[src/sv/tpm_pkg.sv]
`timescale 1ns / 1ps
package tpm_pkg;
  localparam int unsigned PAIR_COUNT = 6;
  localparam int unsigned PULSE_FRAC_BITS = 8;
  localparam logic [19:0] CARRY_MAX = 20'hFFFFF;

  typedef enum logic [1:0] {
    CFG_INV_ARM = 2'd0,
    CFG_GAIN    = 2'd1,
    CFG_MAX     = 2'd2,
    CFG_MIN     = 2'd3
  } cfg_idx_t;

  typedef enum logic [2:0] {
    ST_IDLE,
    ST_PAIR,
    ST_DIV,
    ST_THR,
    ST_OUT
  } state_t;

  typedef struct packed {
    logic start;
    logic [47:0] dividend;
    logic [47:0] divisor;
  } div_req_t;

  typedef struct packed {
    logic busy;
    logic done;
    logic [47:0] quotient;
  } div_rsp_t;
endpackage

[src/sv/tpm_div.sv]
`timescale 1ns / 1ps
// restoring divider, one quotient bit per cycle
module tpm_div (
  input  logic              clk,
  input  logic              rst_n,
  input  tpm_pkg::div_req_t req,
  output tpm_pkg::div_rsp_t rsp
);
  import tpm_pkg::*;

  logic [47:0] quo_r, quo_nxt;
  logic [47:0] rem_r, rem_nxt;
  logic [47:0] den_r, den_nxt;
  logic [5:0]  cnt_r, cnt_nxt;
  logic        busy_r, busy_nxt;
  logic        done_r, done_nxt;
  logic [48:0] trial;

  always_comb begin
    quo_nxt = quo_r;
    rem_nxt = rem_r;
    den_nxt = den_r;
    cnt_nxt = cnt_r;
    busy_nxt = busy_r;
    done_nxt = 1'b0;
    trial = {rem_r, quo_r[47]} - {1'b0, den_r};
    if (req.start) begin
      quo_nxt = req.dividend;
      rem_nxt = '0;
      den_nxt = req.divisor;
      cnt_nxt = 6'd47;
      busy_nxt = 1'b1;
    end else if (busy_r) begin
      if (!trial[48]) begin
        rem_nxt = trial[47:0];
        quo_nxt = {quo_r[46:0], 1'b1};
      end else begin
        rem_nxt = {rem_r[46:0], quo_r[47]};
        quo_nxt = {quo_r[46:0], 1'b0};
      end
      cnt_nxt = cnt_r - 6'd1;
      if (cnt_r == 6'd0) begin
        busy_nxt = 1'b0;
        done_nxt = 1'b1;
      end
    end
  end

  always_ff @(posedge clk) begin
    if (!rst_n) begin
      busy_r <= 1'b0;
      done_r <= 1'b0;
      cnt_r <= '0;
    end else begin
      busy_r <= busy_nxt;
      done_r <= done_nxt;
      cnt_r <= cnt_nxt;
    end
    quo_r <= quo_nxt;
    rem_r <= rem_nxt;
    den_r <= den_nxt;
  end

  assign rsp.busy = busy_r;
  assign rsp.done = done_r;
  assign rsp.quotient = quo_r;

  a_done_after_busy: assert property (@(posedge clk) disable iff (!rst_n)
    rsp.done |-> $past(busy_r))
    else $error("divider done without busy");
  a_no_busy_done: assert property (@(posedge clk) disable iff (!rst_n)
    rsp.done |-> !busy_r)
    else $error("divider busy and done together");
  a_start_busy: assert property (@(posedge clk) disable iff (!rst_n)
    req.start |=> busy_r)
    else $error("divider did not start");
endmodule

[config.mk]
export PLATFORM = sky130hd
export DESIGN_NAME = tpm_div
export DESIGN_NICKNAME = d
export VERILOG_FILES = /design/src/sv/tpm_pkg.sv /design/src/sv/tpm_div.sv
export SDC_FILE = /design/constraint.sdc
export NUM_CORES = 1
export LEC_CHECK = 0
export ABC_AREA = 1
export BUFFER_PORTS_ARGS = -buffer_cell sky130_fd_sc_hd__buf_4
export CAP_MARGIN = 15
export CELL_PAD_IN_SITES_DETAIL_PLACEMENT = 1
export CELL_PAD_IN_SITES_GLOBAL_PLACEMENT = 2
export CORE_ASPECT_RATIO = 0.7
export CORE_MARGIN = 2
export CORE_UTILIZATION = 32
export DETAILED_ROUTE_END_ITERATION = 10
export PLACE_DENSITY_LB_ADDON = 0.1
export SYNTH_ARGS = -nofsm -noshare
export SYNTH_HDL_FRONTEND = slang
export SYNTH_SLANG_ARGS = --single-unit
[constraint.sdc]
create_clock -name clk -period 3.2 [get_ports clk]
set_clock_uncertainty 0.1 [all_clocks]
set_input_delay 0.16 -clock clk [delete_from_list [all_inputs] [get_ports clk]]
set_output_delay 0.16 -clock clk [all_outputs]
set_load 0.05 [all_outputs]
* After elaboration in Yosys (flattened, before gate mapping)
Cells that the tools add are included.
Storage, ports and cells: flip-flop bits (word level) 152, latch bits 0, bits in writable memories 0, bits in read-only memories 0, bits of input ports 99, output and inout bits 50, word-level logic and storage cells 25, memories kept 0
Operators by class: add/sub/neg operators 2, multipliers 0, divide/modulo/power cells 0, order comparisons 0, equality and inequality tests 0, shift-type cells 0, muxes and demuxes 10, bitwise logic cells 2, reductions and logical operators 4
Operator list (number):
- $mux W48 | 3
- $sub A49 B48 Y49 | 1
- $mux W6 | 2
- $logic_not A6 Y1 | 1
- $sub A6 B1 Y6 const B | 1
- $mux W1 | 5
- $reduce_or A3 Y1 | 1
- $not A1 Y1 | 2
- $reduce_bool A2 Y1 | 1
- $reduce_or A2 Y1 | 1

* Longest topological paths before layout
Gate-level depths: netlist of run 1.
depth in word-level cells 4, gate-level depth with buffers 19, gate-level depth less buffers 18

* Worst setup path before layout of run 1
Ideal clock, no wire load.
kind register to register, start point reg quo_r[47], end point reg quo_r[0], data pin, library setup time 0.269 ns, data arrival time 2.481 ns, data required time 2.831 ns, slack 0.350 ns, cell stages (with the launch flop) 18, buffers on the path 2, period minus slack after synthesis 2.850 ns, cells stage by stage edfxtp_1 inv_1 ha_1 fa_1 inv_1 nand2_1 nand2_1 nand3_1 nand2_2 nand2_1 nand2_1 nand2_2 nand3_2 nand2_1 nand2_2 buf_6 buf_6 o21ai_0
On the way: cells in the longest elaborated chain, start to end 4
RTL lines:
- start: declaration | line tpm_div.sv:11 | logic [47:0] quo_r, quo_nxt;
- start signal: assignment | line tpm_div.sv:59 | quo_r <= quo_nxt;
- $sub A49 B48 Y49 | line tpm_div.sv:26 | trial = {rem_r, quo_r[47]} - {1'b0, den_r};
- $mux W1 | line tpm_div.sv:34 | if (!trial[48]) begin
- $mux W48 | line tpm_div.sv:33 | end else if (busy_r) begin
- $mux W48 | line tpm_div.sv:27 | if (req.start) begin
- named net quo_nxt[0] | line tpm_div.sv:11
The timed path passes the listed nets, and every way through them passes these cells. The select of a mux whose other input is x is not followed. A chain may end at the register's enable or synchronous reset.

* Worst setup path after layout of run 1
start point reg quo_r[47], end point reg rem_r[21]
On the way: cells in the longest elaborated chain, start to end 2
RTL lines:
- $sub A49 B48 Y49 | line tpm_div.sv:26
- $mux W48 | line tpm_div.sv:34
- end signal: assignment | line tpm_div.sv:60 | rem_r <= rem_nxt;
- end: declaration | line tpm_div.sv:12 | logic [47:0] rem_r, rem_nxt;
No other way between the ends.

==> run metrics, run 1 <==
min-delay worst type=in -> reg; final hold violations=0; top_reg_cell synth=edfxtp_1; required time of the critical path=3450 ps; Detailed Place HPWL=30000 um; Routed WL=between 30000 and 40000 um; most frequent cell after synthesis=nand2_1; slew at the pin with the worst max-slew slack=761 ps; Worst IR Drop VDD=about 280 uV; final std cells w/o fill=~2300; sequential fraction of the synthesis area=a little under two fifths; Max Cap Viol=0; H-Tree Depth=4; CTS tree=done; Port-buffer cells=approximately 150; Pwr Density=394 nW/um^2; EDFF count, synth=96; filler instances=4207; RePlAce Congestion=approximately 0.94; period utilization=90.1%; Die X-Extent=~220 um; Iteration-0 DRC Markers=around 560; Synth area leader=edfxtp_1; routed len/inst=16.5 um; row cnt=55; CP Launch Type=register; CTS Hold Bufs=between 90 and 100; DR pass1 iterations=5; Final Max Tran Viols=0; clk sink count=about 150; Num CTS Buffers=17; worst-path fanout max=19; Cell variety after synth=35; #FFs+latches synth=~150; Hold EP=den_r[38]; CP Capture Type=register; Vias/cell=~4.5; syn_area_per_cell=around 6.4 sq um; vias=around 10000; Root Driver=clkbuf_16; R2R Path End=rem_r[21]; FF-to-FF path depth=18; setup TNS=0 ps; GRT overflow=0; largest net degree at the start of global routing=50; setup violators final=0; Reg2Reg Setup Slack=between 300 and 400 ps; Synth area leaders=edfxtp_1, nand2_1, inv_1, dfxtp_1, ha_1; critical path type=reg -> reg; placed cell area=between 10000 and 15000 sq um; first-pass GRT wire length=60000 um; HP Start=req[96]; share of layout cells above drive strength 1=between 10% and 20%; # placed instances=around 2200; Boundary Pins=between 100 and 150; status=complete, no violations; area share of the largest cell type after synthesis=between 20% and 30%; clk buf depth=2; Synth Net Count=1779; vias in the first global route=approximately 11000; Syn. warnings=0; Period minus WS final=2880 ps; core area=roughly 32000 sq um; WHS Path Cells=1; mapped cell area=about 11000 sq um; CTS resizes=0; Commonest cells post-synth=nand2_1, inv_1, nor2_1; Clk Latency, worst-skew pair=460 ps; setup bufs post-CTS=0; # nets final=about 2000; DRC viols=0; final hold slack=approximately 73 ps; Async S/R FF share, synth=0%; Clock transition at path regs=~70 ps; Final ANT Viol Nets=0; Slew headroom=between 40% and 50%; Synth Instances=roughly 1600; DIE AREA=roughly 34000 sq um; # diodes=0; Layout area overhead=30.4%; Power Total=~5.4 mW; total track usage=between 20 and 25%; Lkg Pwr=7.39 nW; unrepaired setup endpoints after global routing=no; initial antenna violation count=0; worst flop-to-flop path startpoint=quo_r[47]; Finished Cell Area=approximately 14000 sq um; f_max=~350 MHz; initial core utilization=32.5%; CP arrival=3130 ps; Die H=156 um
## power by group
group / internal (mW) / leakage [nW] / switching [mW] / total (mW)
clock network: 1.11 / 0.282 / 0.972 / 2.08
registers: 2.23 / 1.42 / 0.0603 / 2.29
logic: 0.376 / 5.69 / 0.655 / 1.03
total: 3.71 / 7.39 / 1.69 / 5.40
## worst max-delay path, stage by stage, from the launching register on
cell and delay [ps]:
edfxtp_1 360, inv_1 60, ha_1 230, fa_1 420
inv_1 120, nand2_1 60, nand2_1 80, nand3_1 80
nand2_2 120, nand2_1 60, nand2_1 180, nand2_2 110
nand3_2 100, nand2_1 60, nand2_2 100, buf_4 270
nand2_1 90, nand3_1 100, nand2_1 60
## worst max path at each step
stage	startpoint	end	slack, ps	cells past startpoint
3_5_place_dp	quo_r[47]	rem_r[10]	310	18
6_report	quo_r[47]	rem_r[21]	320	18
4_1_cts	quo_r[47]	rem_r[10]	290	18
2_1_floorplan	quo_r[47]	quo_r[0]	350	17
5_1_grt	quo_r[47]	rem_r[10]	10	18
3_3_place_gp	quo_r[47]	rem_r[26]	450	18
## kinds of logic (layout without fill, tap and decap cells)
family / after synthesis / in the layout / share of synthesized area [%]
and+or+nand+nor: 963 / 963 / 36.5
buffers and inverters: 369 / 627 / 13.6
DFF: 152 / 152 / 38.1
AOI/OAI and AO/OA: 68 / 68 / 3.47
adders and majority gates: 51 / 51 / 6.15
xor gates and xnor gates: 26 / 26 / 2.17
## metrics by stage
| stage | setup WS, ps | util (%) |
|---|---|---|
| global route | 12.0 | 42.4 |
| CTS | 295 | 42.4 |
| global placement | 446 | 37.6 |
| floorplan | 350 | - |
| finish | 316 | 42.4 |
| detailed placement | 306 | 37.6 |
## layout make-up
type | count | area [sq um] | share of cell area [%]
Clock inverter | 14 | 154 | 1.12
Timing Repair Buffer | 258 | 2230 | 16.3
Sequential cell | 152 | 4000 | 29.2
Inverter | 337 | 1260 | 9.23
Tap cell | 427 | 534 | 3.90
Multi-Input combinational cell | 1108 | 5090 | 37.1
Clock buffer | 18 | 429 | 3.13
## cells in the final DEF, fill, tap and decap left out, types with 3 or more instances in the layout
cell type,count
inv_1,333
ha_1,50
nand2_1,729
nand3_1,89
nand2_2,7
xnor2_1,17
buf_4,157
nor3_1,7
inv_8,5
dfxtp_1,56
nand4_1,12
inv_2,4
dlygate4sd3_1,97
clkbuf_16,17
nor2_1,102
nor2_2,3
buf_12,4
edfxtp_1,96
o21bai_1,3
xor2_1,9
inv_6,4
nor4_1,5
a21oi_1,43
o21ai_0,14
## layer usage
layer,global-route usage [%],wire length [um]
met5,0,0
met4,3.30,199
met3,5.28,1630
met2,33.2,15600
met1,35.1,20800
## sequential cells by signal (all words and copies together) (netlist names)
| register | cells |
|---|---|
| den_r | 48 |
| done_r | 1 |
| quo_r | 48 |
| busy_r | 1 |
| cnt_r | 6 |
| rem_r | 48 |
(Power assumes the default switching activity.)
==> run 2, diff against run 1 <==
Settings changed: ABC_AREA 1 to unset, CORE_UTILIZATION 32 to 36.
==> run 2 against run 1 <==
  * First-iteration DRC count shrank 21%
  * Sequential share of layout area up 2.2 points
  * Synthesized cell count down 44%
  * Fmax is 8.2% lower
  * Global-route usage grew 0.26 points
  * Utilization grew 9.1 points
  * Die area is 23% lower
  * Final area decreased by 7.0%
==> run metrics, run 2 <==
routed len/inst=19.5 um; most frequent cells in the layout=buf_4, dlygate4sd3_1, edfxtp_1; Final Max Tran Viols=0; Vias/cell=5.26; critical path type=reg -> reg; #FFs+latches synth=152; Num CTS Buffers=17; worst flop-to-flop path startpoint=quo_r[47]; CP Launch Type=register; Iteration-0 DRC Markers=~450; Commonest cells post-synth=edfxtp_1, nand2_1, a21oi_1, inv_1, nor2_1; Final ANT Viol Nets=0; Port-buffer cells=148; Combinational Power Share=around 30%; period utilization=between 90% and 100%; Reg2Reg Setup Slack=roughly 60 ps; clk buf depth=2; final hold slack=around 41 ps; Worst Setup SP=quo_r[47]; unrepaired setup endpoints after global routing=yes; Clk pwr share=between 30% and 40%; area share of the largest cell type after synthesis=approximately a third; EDFF count, synth=96; filler instances=2760; leading cell type in the layout, fill and taps excluded=buf_4; vias in the first global route=8640; # nets final=1368; Sw Pwr=about 2.1 mW; Synth area leader=edfxtp_1; CTS tree=done; syn_area_per_cell=9.90 sq um; sequential power share=between 30% and 40%; CP arrival=~3400 ps; final hold violations=0; P_int=4.19 mW; Boundary Pins=roughly 150; DIE AREA=roughly 27000 sq um; Max Cap Viol=0; Layout area overhead=40.2%; required time of the critical path=between 3000 and 4000 ps; Async S/R FF share, synth=0%; initial antenna violation count=0; DR pass1 iterations=5; Cell variety after synth=69; clk sink count=152; Syn. warnings=0; Pwr Density=around 500 nW/um^2; vias=approximately 8200; Synth area leaders=edfxtp_1, dfxtp_1, ha_1, mux2_2, a21oi_1; GRT overflow=0; Routed WL=30400 um; # diodes=0; Lkg Pwr=5.35 nW; RePlAce Congestion=0.855; Clk Latency, worst-skew pair=around 450 ps; CP Capture Type=register; mapped cell area=between 9000 and 10000 sq um; Slew headroom=around 55%; DRC viols=0; sequential fraction of the synthesis area=44.1%; Largest regs=den_r: 48 flops, quo_r: 48 flops, rem_r: 48 flops; FF/Latch Area=between 4000 and 5000 sq um; core area=around 25000 sq um; Die X-Extent=around 190 um; row cnt=48; worst-path fanout max=3; Clock transition at path regs=approximately 70 ps; Detailed Place HPWL=between 20000 and 25000 um; Finished Cell Area=between 10000 and 15000 sq um; share of layout cells above drive strength 1=between 20% and 30%; setup violators final=0; total track usage=between 20% and 30%; status=complete, no violations; first-pass GRT wire length=roughly 48000 um; footprint of the multi-input gates=~4700 sq um; top_reg_cell synth=edfxtp_1; largest net degree at the start of global routing=61; Synth Instances=approximately 920; Period minus WS final=between 3000 and 4000 ps; initial core utilization=a little under two fifths; Root Driver=clkbuf_16; Worst IR Drop VDD=slightly below 400 uV; Synth Net Count=around 1100; HP Start=req[96]; placed cell area=around 11000 sq um; most frequent cell after synthesis=edfxtp_1; Die H=137 um; slew at the pin with the worst max-slew slack=669 ps; f_max=318 MHz; Switching Fraction=~33%; min-delay worst type=in -> reg; H-Tree Depth=4
## run 2: per-stage QoR
stage / total power [mW] / TNS, ps / setup WS [ps] / instances / util (%)
floorplan: 3.49 / -9.89 / -9.89 / 918 / -
global placement: 4.09 / 0 / 65.0 / 1421 / 44.5
detailed placement: 4.11 / 0 / 20.1 / 1421 / 44.5
CTS: 6.25 / 0 / 19.9 / 1550 / 50.7
global route: 6.56 / -201 / -137 / 1556 / 51.5
finish: 6.26 / 0 / 58.3 / 1556 / 51.5
## run 2: layout make-up
class / instances / share of cell area [%]
clock inverter: 11 / 0.884
tap: 325 / 3.19
clock buffer: 21 / 3.61
multi-input combinational: 653 / 37.1
inverter: 65 / 1.91
sequential: 152 / 31.4
timing repair buffer: 329 / 21.9
## run 2: cells by family (layout without fill, tap and decap cells)
kind of cell	Yosys count	in the layout	share of synthesized area, %
buffers and inverters	113	426	5.25
multiplexers	71	71	8.50
AO/OA/AOI/OAI	239	239	17.3
adder cells (fa/ha/maj)	51	51	7.11
AND/OR/NAND/NOR	248	248	13.2
flip-flops	152	152	44.1
XOR/XNOR	44	44	4.53
## run 2: critical path, cell delays in order (launching register included)
cell	delay [ps]
edfxtp_1	340
inv_1	60
ha_2	190
fa_2	350
nand2b_4	170
a21oi_4	170
o21ai_2	100
a2111oi_2	360
buf_4	190
o211ai_1	110
buf_4	190
a311oi_2	270
buf_4	170
nor3_1	40
nand4b_1	190
nand2_1	80
## run 2: power groups by stage
stage          registers (mW)  clock network (mW)  logic, mW
3_5_place_dp             2.42                   0       1.69
4_1_cts                  2.38                2.07       1.80
6_report                 2.38                2.03       1.85
2_1_floorplan            2.62                   0      0.870
5_1_grt                  2.40                2.15       2.01
3_3_place_gp             2.41                   0       1.67
## run 2: what timing repair did
item / in CTS / in global routing
pin swaps: 2 / 10
setup endpoints to repair: 2 / 42
setup buffers: 0 / 4
endpoints found under the hold margin: 104 / 0
gates cloned: 0 / 2
gates resized for setup: 0 / 25
hold buffers: 97 / 0
## run 2: worst paths after layout
check	end	cells after the start
min reg2reg	rem_r[40]	2
max	rem_r[42]	15
max reg2reg	rem_r[42]	15
min	den_r[47]	1
## run 2: layer usage
metal,wire length [um],GRT usage [%],share of wire (%),vias up
li1,-,-,-,3986
met1,15300,32.4,50,4028
met2,13800,38.0,45,148
met3,1040,4.09,3.4,17
met4,279,4.97,0.92,0
met5,0,0,0,-
